===== src/rtl/core/rau_pkg.sv =====
// Shared types, constants and codes for the rational arithmetic unit.
`default_nettype none
package rau_pkg;

    // Operand width and derived datapath widths
    localparam int RAU_W  = 16;
    localparam int RAU_PW = 2 * RAU_W;
    localparam int RAU_CW = $clog2(RAU_PW + 1);
    localparam int NUM_W  = 33;
    localparam int DEN_W  = 31;

    // Opcodes
    localparam logic [2:0] OP_ADD = 3'd0;
    localparam logic [2:0] OP_SUB = 3'd1;
    localparam logic [2:0] OP_MUL = 3'd2;
    localparam logic [2:0] OP_DIV = 3'd3;
    localparam logic [2:0] OP_GT  = 3'd4;
    localparam logic [2:0] OP_LT  = 3'd5;
    localparam logic [2:0] OP_EQ  = 3'd6;
    localparam logic [2:0] OP_NE  = 3'd7;

    // Status codes
    localparam logic [1:0] ST_OK   = 2'd0;
    localparam logic [1:0] ST_ZDEN = 2'd1;
    localparam logic [1:0] ST_DIVZ = 2'd2;

    typedef struct packed {
        logic [2:0]              opcode;
        logic signed [RAU_W-1:0] num_a;
        logic signed [RAU_W-1:0] den_a;
        logic signed [RAU_W-1:0] num_b;
        logic signed [RAU_W-1:0] den_b;
    } t_in;

    typedef struct packed {
        logic signed [NUM_W-1:0] result_num;
        logic [DEN_W-1:0]        result_den;
        logic                    compare_true;
        logic [1:0]              status;
    } t_out;

    typedef enum logic [2:0] {
        S_IDLE,
        S_MUL0,
        S_MUL1,
        S_MUL2,
        S_COMB,
        S_GCD,
        S_DIV,
        S_DONE
    } t_state;

    typedef struct packed {
        logic load;
        logic mul0;
        logic mul1;
        logic mul2;
        logic comb;
        logic gcd_step;
        logic div_init;
        logic div_step;
        logic div_store;
        logic finish;
    } t_cmd;

    typedef struct packed {
        logic bad;
        logic is_cmp;
        logic num_zero;
        logic gcd_done;
        logic div_done;
        logic out_free;
    } t_stat;

endpackage
`default_nettype wire


===== src/rtl/core/rau_dp.sv =====
// Datapath: shared multiplier, signed combine, binary gcd and two serial dividers.
`default_nettype none
module rau_dp import rau_pkg::*; (
    input  wire   i_clk,
    input  wire   i_rst_n,
    input  t_in   i_in_data,
    input  t_cmd  i_cmd,
    output t_stat o_stat,
    output logic  o_out_valid,
    input  wire   i_out_stall,
    output t_out  o_out_data
);

    function automatic logic [RAU_W-1:0] mag_of(input logic [RAU_W-1:0] x);
        return x[RAU_W-1] ? (~x + 1'b1) : x;
    endfunction

    // Operand registers
    logic [2:0]       r_op;
    logic [RAU_W-1:0] r_na, r_da, r_nb, r_db;
    logic             r_sa, r_sb, r_bad;

    // Products, combined numerator, gcd and divider state
    logic [RAU_PW-1:0] r_p0, r_p1, r_den;
    logic [RAU_PW-1:0] r_u, r_v, r_a, r_d;
    logic              r_neg, r_num_zero;
    logic [RAU_PW-1:0] r_qa, r_qd;
    logic [RAU_PW:0]   r_ra, r_rd;
    logic [RAU_CW-1:0] r_cnt;

    // Pending result and output register
    logic signed [NUM_W-1:0] r_res_num;
    logic [DEN_W-1:0]        r_res_den;
    logic                    r_res_cmp;
    logic [1:0]              r_res_status;
    t_out                    r_out;
    logic                    r_out_valid;

    logic              is_cmp;
    logic              zden, divz;
    logic [RAU_W-1:0]  mx, my;
    logic [RAU_PW-1:0] prod;
    logic              pb_neg;
    logic [RAU_PW-1:0] c_mag;
    logic              c_neg, c_eq, c_res;
    logic [RAU_PW:0]   ra_sh, rd_sh, dvs;
    logic              ge_a, ge_d;
    logic [RAU_PW+NUM_W-1:0] qa_wide;
    logic [RAU_PW+DEN_W-1:0] qd_wide;
    logic [NUM_W-1:0]        qa_trim;

    assign is_cmp = (r_op == OP_GT) || (r_op == OP_LT) || (r_op == OP_EQ) || (r_op == OP_NE);
    assign zden   = (i_in_data.den_a == '0) || (i_in_data.den_b == '0);
    assign divz   = (i_in_data.opcode == OP_DIV) && (i_in_data.num_b == '0);

    // Shared multiplier operand selection
    always_comb begin
        mx = r_na;
        my = (r_op == OP_MUL) ? r_nb : r_db;
        if (i_cmd.mul1) begin
            mx = r_nb;
            my = r_da;
        end else if (i_cmd.mul2) begin
            mx = r_da;
            my = (r_op == OP_DIV) ? r_nb : r_db;
        end
    end
    assign prod = RAU_PW'(mx) * RAU_PW'(my);

    // Signed combine of the cross products
    always_comb begin
        pb_neg = (r_op == OP_ADD) ? r_sb : ~r_sb;
        c_mag  = r_p0;
        c_neg  = r_sa ^ r_sb;
        if ((r_op != OP_MUL) && (r_op != OP_DIV)) begin
            if (r_sa == pb_neg) begin
                c_mag = r_p0 + r_p1;
                c_neg = r_sa;
            end else if (r_p0 >= r_p1) begin
                c_mag = r_p0 - r_p1;
                c_neg = r_sa;
            end else begin
                c_mag = r_p1 - r_p0;
                c_neg = pb_neg;
            end
        end
        c_eq = (c_mag == '0);
        case (r_op)
            OP_GT:   c_res = !c_eq && !c_neg;
            OP_LT:   c_res = !c_eq && c_neg;
            OP_EQ:   c_res = c_eq;
            default: c_res = !c_eq;
        endcase
    end

    // Restoring division step for both quotients
    assign dvs   = {1'b0, r_u};
    assign ra_sh = {r_ra[RAU_PW-1:0], r_qa[RAU_PW-1]};
    assign rd_sh = {r_rd[RAU_PW-1:0], r_qd[RAU_PW-1]};
    assign ge_a  = ra_sh >= dvs;
    assign ge_d  = rd_sh >= dvs;

    assign qa_wide = {{NUM_W{1'b0}}, r_qa};
    assign qd_wide = {{DEN_W{1'b0}}, r_qd};
    assign qa_trim = qa_wide[NUM_W-1:0];

    // Payload registers
    always_ff @(posedge i_clk) begin
        if (i_cmd.load) begin
            r_op         <= i_in_data.opcode;
            r_na         <= mag_of(i_in_data.num_a);
            r_da         <= mag_of(i_in_data.den_a);
            r_nb         <= mag_of(i_in_data.num_b);
            r_db         <= mag_of(i_in_data.den_b);
            r_sa         <= i_in_data.num_a[RAU_W-1] ^ i_in_data.den_a[RAU_W-1];
            r_sb         <= i_in_data.num_b[RAU_W-1] ^ i_in_data.den_b[RAU_W-1];
            r_bad        <= zden || divz;
            r_res_status <= zden ? ST_ZDEN : (divz ? ST_DIVZ : ST_OK);
            r_res_num    <= '0;
            r_res_den    <= DEN_W'(1);
            r_res_cmp    <= 1'b0;
        end
        if (i_cmd.mul0) r_p0  <= prod;
        if (i_cmd.mul1) r_p1  <= prod;
        if (i_cmd.mul2) r_den <= prod;
        if (i_cmd.comb) begin
            r_neg      <= c_neg;
            r_num_zero <= c_eq;
            r_a        <= c_mag;
            r_u        <= c_mag;
            r_d        <= r_den;
            r_v        <= r_den;
            if (is_cmp) r_res_cmp <= c_res;
        end
        // Binary gcd: common factors of two come off the operands as well
        if (i_cmd.gcd_step) begin
            if (!r_u[0] && !r_v[0]) begin
                r_u <= r_u >> 1;
                r_v <= r_v >> 1;
                r_a <= r_a >> 1;
                r_d <= r_d >> 1;
            end else if (!r_u[0]) begin
                r_u <= r_u >> 1;
            end else if (!r_v[0]) begin
                r_v <= r_v >> 1;
            end else if (r_u > r_v) begin
                r_u <= r_u - r_v;
            end else begin
                r_v <= r_v - r_u;
            end
        end
        if (i_cmd.div_init) begin
            r_qa  <= r_a;
            r_qd  <= r_d;
            r_ra  <= '0;
            r_rd  <= '0;
            r_cnt <= '0;
        end
        if (i_cmd.div_step) begin
            r_ra  <= ge_a ? (ra_sh - dvs) : ra_sh;
            r_rd  <= ge_d ? (rd_sh - dvs) : rd_sh;
            r_qa  <= {r_qa[RAU_PW-2:0], ge_a};
            r_qd  <= {r_qd[RAU_PW-2:0], ge_d};
            r_cnt <= r_cnt + 1'b1;
        end
        if (i_cmd.div_store) begin
            r_res_num <= r_neg ? (~qa_trim + 1'b1) : qa_trim;
            r_res_den <= qd_wide[DEN_W-1:0];
        end
        if (i_cmd.finish) begin
            r_out.result_num   <= r_res_num;
            r_out.result_den   <= r_res_den;
            r_out.compare_true <= r_res_cmp;
            r_out.status       <= r_res_status;
        end
    end

    // Output beat valid
    always_ff @(posedge i_clk) begin
        if (!i_rst_n) begin
            r_out_valid <= 1'b0;
        end else if (i_cmd.finish) begin
            r_out_valid <= 1'b1;
        end else if (!i_out_stall) begin
            r_out_valid <= 1'b0;
        end
    end

    assign o_stat.bad      = r_bad;
    assign o_stat.is_cmp   = is_cmp;
    assign o_stat.num_zero = r_num_zero;
    assign o_stat.gcd_done = (r_u == r_v);
    assign o_stat.div_done = (r_cnt == RAU_CW'(RAU_PW));
    assign o_stat.out_free = !r_out_valid || !i_out_stall;

    assign o_out_valid = r_out_valid;
    assign o_out_data  = r_out;

endmodule
`default_nettype wire


===== src/rtl/core/rau_ctrl.sv =====
// Controller: sequences multiply, combine, gcd and divide steps for one beat.
`default_nettype none
module rau_ctrl import rau_pkg::*; (
    input  wire   i_clk,
    input  wire   i_rst_n,
    input  wire   i_in_valid,
    output logic  o_in_stall,
    input  t_stat i_stat,
    output t_cmd  o_cmd
);

    t_state r_state, n_state;

    // State register
    always_ff @(posedge i_clk) begin
        if (!i_rst_n) begin
            r_state <= S_IDLE;
        end else begin
            r_state <= n_state;
        end
    end

    // Next state and commands
    always_comb begin
        n_state = r_state;
        o_cmd   = '0;
        unique case (r_state)
            S_IDLE: begin
                if (i_in_valid) begin
                    o_cmd.load = 1'b1;
                    n_state    = S_MUL0;
                end
            end
            S_MUL0: begin
                if (i_stat.bad) begin
                    n_state = S_DONE;
                end else begin
                    o_cmd.mul0 = 1'b1;
                    n_state    = S_MUL1;
                end
            end
            S_MUL1: begin
                o_cmd.mul1 = 1'b1;
                n_state    = S_MUL2;
            end
            S_MUL2: begin
                o_cmd.mul2 = 1'b1;
                n_state    = S_COMB;
            end
            S_COMB: begin
                o_cmd.comb = 1'b1;
                n_state    = i_stat.is_cmp ? S_DONE : S_GCD;
            end
            S_GCD: begin
                if (i_stat.num_zero) begin
                    n_state = S_DONE;
                end else if (i_stat.gcd_done) begin
                    o_cmd.div_init = 1'b1;
                    n_state        = S_DIV;
                end else begin
                    o_cmd.gcd_step = 1'b1;
                end
            end
            S_DIV: begin
                if (i_stat.div_done) begin
                    o_cmd.div_store = 1'b1;
                    n_state         = S_DONE;
                end else begin
                    o_cmd.div_step = 1'b1;
                end
            end
            S_DONE: begin
                if (i_stat.out_free) begin
                    o_cmd.finish = 1'b1;
                    n_state      = S_IDLE;
                end
            end
            default: n_state = S_IDLE;
        endcase
    end

    assign o_in_stall = (r_state != S_IDLE);

endmodule
`default_nettype wire


===== src/rtl/core/rational_arithmetic_unit.sv =====
// Top level of the rational arithmetic unit: controller plus datapath.
//
//  channel | direction | handshake                 | beat
//  input   | in        | i_in_valid / o_in_stall   | i_in_data  (t_in)
//  output  | out       | o_out_valid / i_out_stall | o_out_data (t_out)
//
// One beat at a time. Operand error beats skip the multiply, gcd and divide, comparisons end
// after the combine step and zero arithmetic results skip the gcd and divide; other arithmetic
// beats run the binary gcd on the 32-bit cross products and then the serial divide. Reset
// is synchronous and clears the controller and the output valid. A stalled output holds its
// beat and adds its stall to the current beat; the next input is taken as soon as the
// finished result sits in the output register.
`default_nettype none
module rational_arithmetic_unit import rau_pkg::*; (
    input  wire  i_clk,
    input  wire  i_rst_n,
    input  wire  i_in_valid,
    output logic o_in_stall,
    input  t_in  i_in_data,
    output logic o_out_valid,
    input  wire  i_out_stall,
    output t_out o_out_data
);

    t_cmd  cmd;
    t_stat stat;

    rau_ctrl u_ctrl (
        .i_clk      (i_clk),
        .i_rst_n    (i_rst_n),
        .i_in_valid (i_in_valid),
        .o_in_stall (o_in_stall),
        .i_stat     (stat),
        .o_cmd      (cmd)
    );

    rau_dp u_dp (
        .i_clk       (i_clk),
        .i_rst_n     (i_rst_n),
        .i_in_data   (i_in_data),
        .i_cmd       (cmd),
        .o_stat      (stat),
        .o_out_valid (o_out_valid),
        .i_out_stall (i_out_stall),
        .o_out_data  (o_out_data)
    );

endmodule
`default_nettype wire

===== config.mk =====
export PLATFORM = sky130hd
export DESIGN_NAME = rational_arithmetic_unit
export DESIGN_NICKNAME = d
export VERILOG_FILES = /design/src/rtl/core/rau_pkg.sv /design/src/rtl/core/rau_dp.sv /design/src/rtl/core/rau_ctrl.sv /design/src/rtl/core/rational_arithmetic_unit.sv
export SDC_FILE = /design/constraint.sdc
export NUM_CORES = 2
export LEC_CHECK = 0
export BUFFER_PORTS_ARGS = -buffer_cell sky130_fd_sc_hd__clkbuf_2
export CAP_MARGIN = 20
export CORE_MARGIN = 2
export CORE_UTILIZATION = 45
export CTS_CLUSTER_SIZE = 20
export DETAILED_ROUTE_END_ITERATION = 10
export MAX_ROUTING_LAYER = met4
export PLACE_DENSITY = 0.63
export REMOVE_ABC_BUFFERS = 1
export SKIP_CTS_REPAIR_TIMING = 1
export SLEW_MARGIN = 25
export SYNTH_ARGS = -nofsm -noshare
export SYNTH_HDL_FRONTEND = slang
export SYNTH_SLANG_ARGS = --single-unit

===== constraint.sdc =====
create_clock -name i_clk -period 26 [get_ports i_clk]
set_input_delay 5.2 -clock i_clk [delete_from_list [all_inputs] [get_ports i_clk]]
set_output_delay 5.2 -clock i_clk [all_outputs]
set_load 0.1 [all_outputs]

* Word-level counts from Yosys, hierarchy flattened
Index checks and enable logic that the tools add are counted.
** Word-level totals
- Bits of input ports :: 71
- Output and inout bits :: 69
- Flip-flop bits (word level) :: 568
- Logic and storage cells :: 196
** Operators by class
- Bitwise gates (word level) :: 9
- Reductions and logical operators :: 27
- $mul :: 1
- $add $sub $neg :: 13
- Order comparisons :: 4
- Eq/ne operators :: 24
- Mux-type cells :: 82
** Operators with widths (count)
- 32-bit two-way mux :: 30
- 32-bit subtractor :: 6
- 33-bit two-way mux :: 3
- 16-bit two-way mux :: 6
- 33-bit by 32-bit greater-or-equal comparator with 1-bit output :: 2
- 16-bit by 1-bit adder with 16-bit output, second input constant :: 4
- 16-bit inverter :: 4
- 31-bit two-way mux :: 2
- 15-bit two-way mux :: 4
- 16-bit logical NOT :: 3
- 33-bit by 1-bit adder with 33-bit output, second input constant :: 1
- 32-bit inverter with 33-bit output :: 1
- 32-bit adder :: 1
- 32-bit equality test :: 1
- 32-bit greater-or-equal comparator :: 1
- 32-bit > comparator :: 1
- 32-bit logical NOT :: 1
- 16-bit by 16-bit multiplier with 32-bit output :: 1
- 3-bit equality test, second input constant :: 8
- 3-bit one-hot mux with 8 select lines :: 1
- 1-bit two-way mux :: 22
- 3-bit two-way mux :: 6
- 3-bit by 2-bit equality test with 1-bit output, second input constant :: 5
- 6-bit two-way mux :: 2
- 18 further kinds :: 44

* Depth between registers and ports, before layout
- Word-level depth :: 11
- Mapped depth :: 34
- Mapped depth without buffers :: 31

* Cells and area by module
From an unflattened synthesis, not the netlist that was laid out.
** Unflattened totals
- Cell total of the unflattened synthesis :: 4820
- Area total of the unflattened synthesis :: 45039.4 sq um
** By module, submodules not included
- rau_dp :: area an instance 44690.4 sq um, instances 1, seq. area each 15665.0 sq um, cells each 4775
- rau_ctrl :: area an instance 349.1 sq um, instances 1, seq. area each 60.1 sq um, cells each 45

* Worst setup path after synthesis
No wires, ideal clock.
- Path type :: register to register
- Start point :: reg u_dp.r_v[17]
- End point :: reg u_dp.r_cnt[0] (enable)
- Cell stages (with the launch flop) :: 9
- Setup time :: 813 ps
- Required time :: 25187 ps
- Clock period less this slack :: 11947 ps
- Buffers on the path :: 1
- Data arrival time :: 11133 ps
- Setup slack :: 14053 ps
- Path through :: dfxtp_1 > inv_1 > ha_1 > clkbuf_1 > nand4_1 > or3_1 > nor3_1 > nand4_1 > o21ai_0
** On the way
- Word-level cells in the longest chain between the ends :: 5
** RTL lines
- from (decl) :: RTL line rau_dp.sv:25 : logic [RAU_PW-1:0] r_u, r_v, r_a, r_d;
- from (signal assigned) :: RTL line rau_dp.sv:132 : r_v <= r_den;
- from (signal assigned) :: RTL line rau_dp.sv:139 : r_v <= r_v >> 1;
- from (signal assigned) :: RTL line rau_dp.sv:145 : r_v <= r_v >> 1;
- 32-bit equality test :: RTL line rau_dp.sv:192 : assign o_stat.gcd_done = (r_u == r_v);
- 1-bit two-way mux :: RTL line rau_ctrl.sv:57 : end else if (i_stat.gcd_done) begin
- 2-bit two-way mux :: RTL line rau_ctrl.sv:55 : if (i_stat.num_zero) begin
- 2-bit two-way mux :: RTL line rau_ctrl.sv:27 : unique case (r_state)
- 2-bit nonzero test (no source line)
- to (signal assigned) :: RTL line rau_dp.sv:164 : r_cnt <= r_cnt + 1'b1;
- to (decl) :: RTL line rau_dp.sv:29 : logic [RAU_CW-1:0] r_cnt;
Every way passes these cells.
A chain may end at the register's enable or synchronous reset.

* Final worst setup path
- Start point :: reg u_ctrl.r_state[0]
- End point :: reg u_dp.r_p0[31], data pin
** On the way
- Word-level cells in the longest chain between the ends :: 5
- Elaborated cells on any way between the ends :: 9
- Classes of those cells :: 1 x mul; 2 x eq/ne; 6 x mux
** RTL lines
- from (decl) :: RTL line rau_ctrl.sv:12 : t_state r_state, n_state;
- from (signal assigned) :: RTL line rau_ctrl.sv:19 : r_state <= n_state;
- 3-bit by 2-bit equality test with 1-bit output :: RTL line rau_ctrl.sv:27
- 1-bit two-way mux :: RTL line rau_ctrl.sv:27
- 16-bit two-way mux :: RTL line rau_dp.sv:63 : end else if (i_cmd.mul2) begin
- 16-bit two-way mux :: RTL line rau_dp.sv:60 : if (i_cmd.mul1) begin
- 16-bit by 16-bit multiplier with 32-bit output (*) :: RTL line rau_dp.sv:68 : assign prod = RAU_PW'(mx) * RAU_PW'(my);
- net u_dp.prod[31] :: RTL line rau_dp.sv:42 : logic [RAU_PW-1:0] prod;
- to (signal assigned) :: RTL line rau_dp.sv:123 : if (i_cmd.mul0) r_p0 <= prod;
- to (decl) :: RTL line rau_dp.sv:24 : logic [RAU_PW-1:0] r_p0, r_p1, r_den;
Mark *: on every way through the listed nets, which the timed path passes. The rest lies on a longest branch.

==> results.py <==
metrics = {
    "clocking": {
        "clock_latency_ns": 0.67,
        "clk_pin_slew_ns": 0.06,
        "cts-root-buf": "clkbuf_16",
        "numCtsBuffers": 68,
        "cts_tree": "yes",
        "clk_path_buf_depth": 3,
        "htreeDepth": 3,
        "clock_sinks": 568,
    },
    "synthesis": {
        "synth_cells": 4854,
        "ys_warn_count": 0,
        "ys_dominant_reg_cell": "edfxtp_1",
        "synth_seq_cells": 568,
        "synth_top_area_cell": "edfxtp_1",
        "netlist.area_leader.share_pct": 29.7,
        "yosys.cell_types.count": 93,
        "synth_area_leaders": "edfxtp_1 30%, ha_1 9.5%, fa_1 9.2%, dfxtp_1 6.1%, nand2_1 5.4%",
        "synth-seq-area-share_pct": 35.8,
        "synth_edf_count": 435,
        "async_flop_share_pct": 0,
        "syn_avg_cell_area_um2": 9.06,
        "netlist_area_um2": 44000,
    },
    "floorplan": {
        "core_um2": 96700,
        "initial_core_util_pct": 45.5,
        "die_w_um": 317,
        "die_h_um": 317,
        "rows": 114,
        "boundaryPins": 140,
        "fp.dieArea_um2": 100000,
    },
    "sta": {
        "worst_pin_slew_ns": 1.13,
        "rsz0062_at_grt": "no",
        "max_freq_ghz": 0.107,
        "finalHoldViolCount": 0,
        "tns_ns": 0,
        "finalCriticalPeriod_ns": 9.37,
        "setup_viol": 0,
        "slew_headroom_pct": 23.6,
        "min_period_over_period_pct": 36.0,
        "finalMaxSlewViolations": 0,
        "finClkSkew_ns": 0.0504,
    },
    "worst_hold_path": {
        "hold_path_class": "flip-flop to flip-flop",
    },
    "routing": {
        "drt-total-wl_um": 129000,
        "vias": 35307,
        "drc": 0,
        "wl_per_cell_um": 20.7,
        "drtAntennaViolNets": 0,
        "drtIter0Drc": 2866,
        "drt_pre_antenna_iters": 6,
        "viasPerCell": 5.68,
    },
    "global_routing": {
        "gr-total-overflow": 0,
        "grt_pass1_wl_um": 198000,
        "gr-usage-all-layers_pct": 26.4,
        "antenna_found_initial": 1,
        "grt_pass1_vias": 34548,
        "grt_start_max_net_pins": 90,
    },
    "worst_setup_path": {
        "cp.required_ns": 26.37,
        "worstPathArrival_ns": 9.74,
        "end_kind": "flip-flop",
        "critPathBufInv": 7,
        "crit_family": "adder cells",
        "critPathKind": "flip-flop to flip-flop",
        "slowest_delay_ns": 0.76,
        "cp_max_fo": 18,
        "critPathSlowestCell": "nand2_1",
        "start_kind": "flip-flop",
    },
    "placement": {
        "place_congestion": 0.964,
        "io_buffers": 139,
        "place_hpwl_um": 101000,
        "dp_cells": 6089,
    },
    "cells_and_area": {
        "fin_nets": 5490,
        "fin_util_pct": 49.8,
        "fill_cells": 9167,
        "syn_to_final_growth_pct": 9.50,
        "layout.cells.non_filler": 6213,
        "final_layout_size_suffix_gt1_share_pct": 7.35,
    },
    "job": {
        "cap_violations": 0,
    },
    "status": {
        "status": "completed",
    },
}
routing by layer:
metal / vias to the layer above / part of all wire, % / track usage (%)
li1: 16880 / - / -
met1: 16863 / 42 / 32.5
met2: 1258 / 47 / 43.5
met3: 306 / 5.9 / 3.55
met4: 0 / 4.9 / 11.2
met5: - / 0 / -
cell families after synthesis:
| family | synth area share (%) |
|---|---|
| xor+xnor | 5.20 |
| fa+ha+maj | 18.6 |
| compound gates | 16.7 |
| mux | 1.76 |
| flops | 35.8 |
| buf+inv | 5.94 |
| simple gates | 16.0 |
final timing paths:
path,startpoint,end,slack (ns),cells past startpoint
max,u_ctrl.r_state[0],u_dp.r_p0[31],16.63,31
min,u_dp.r_res_num[31],u_dp.o_out_data[65],0.42,0
max reg2reg,u_ctrl.r_state[0],u_dp.r_p0[31],16.63,31
min reg2reg,u_dp.r_res_num[31],u_dp.o_out_data[65],0.42,0
layout by cell type, fill, tap and decap left out, types with 30 or more instances in the layout:
cell type,netlist,routed
nor3_1,72,71
clkbuf_16,0,69
inv_1,440,439
a31oi_1,35,35
fa_1,201,201
and2_1,76,76
nand4_1,35,35
o31ai_1,54,54
xnor2_1,169,168
xor2_1,92,91
nor2_1,490,486
nand2_1,633,632
clkbuf_2,0,139
a221oi_1,30,30
edfxtp_1,435,435
mux2i_1,67,67
ha_1,333,333
o21bai_1,36,36
o21ai_0,260,256
a21o_1,113,113
dfxtp_1,133,133
nand2b_1,58,57
nand3_1,59,59
nor2b_1,43,41
a21oi_1,357,354
a211oi_1,30,30
buf_4,6,50
registers in the layout (all words and copies together) (netlist names), 31 cells and up:
| register | count |
|---|---|
| u_dp.r_p1 | 32 |
| u_dp.r_den | 32 |
| u_dp.r_d | 32 |
| u_dp.r_res_den | 31 |
| u_dp.r_u | 32 |
| u_dp.r_qa | 32 |
| u_dp.r_rd | 32 |
| u_dp.r_p0 | 32 |
| u_dp.r_qd | 32 |
| u_dp.r_v | 32 |
| u_dp.r_a | 32 |
| u_dp.o_out_data | 67 |
| u_dp.r_ra | 32 |
| u_dp.r_res_num | 33 |
stage by stage:
stage	hold WS (ns)	instance area [µm²]	setup slack (ns)
after floorplan	0.400	43000	9.92
final	0.416	48100	16.63
after global routing	0.419	48100	16.09
after CTS	0.416	48100	16.60
after detailed placement	0.405	45800	16.61
after global placement	0.401	45800	16.70
worst reg2reg max path: cells and delay by family, from the launching register on:
family	cells	cell delay, ns
fa+ha+maj	7	3.33
xor+xnor	2	0.46
mux	1	0.29
simple gates	7	2.48
compound gates	7	1.43
flops	1	0.58
buf+inv	7	0.53
synthesized netlist by cell type (all sizes together), types with 56 or more instances:
cell type,n
a21o,114
a21oi,362
and2,76
clkbuf,180
dfxtp,133
edfxtp,435
fa,201
ha,333
inv,441
mux2i,67
nand2,634
nand2b,58
nand3,60
nor2,490
nor3,72
o21ai,275
o31ai,56
xnor2,169
xor2,92
area by class of cell:
class	instances	area [µm²]	area share, %
multi-input combinational	3614	25800	53.6
sequential	568	15700	32.7
clock buffer	85	1800	3.73
inverter	442	1660	3.45
tap	1276	1600	3.32
timing repair buffer	191	1120	2.32
clock inverter	36	464	0.964
antenna	1	2.50	0.00520
Power is not shown: default switching activity piles up to over one toggle a cycle in this logic, so the estimate is an artifact.
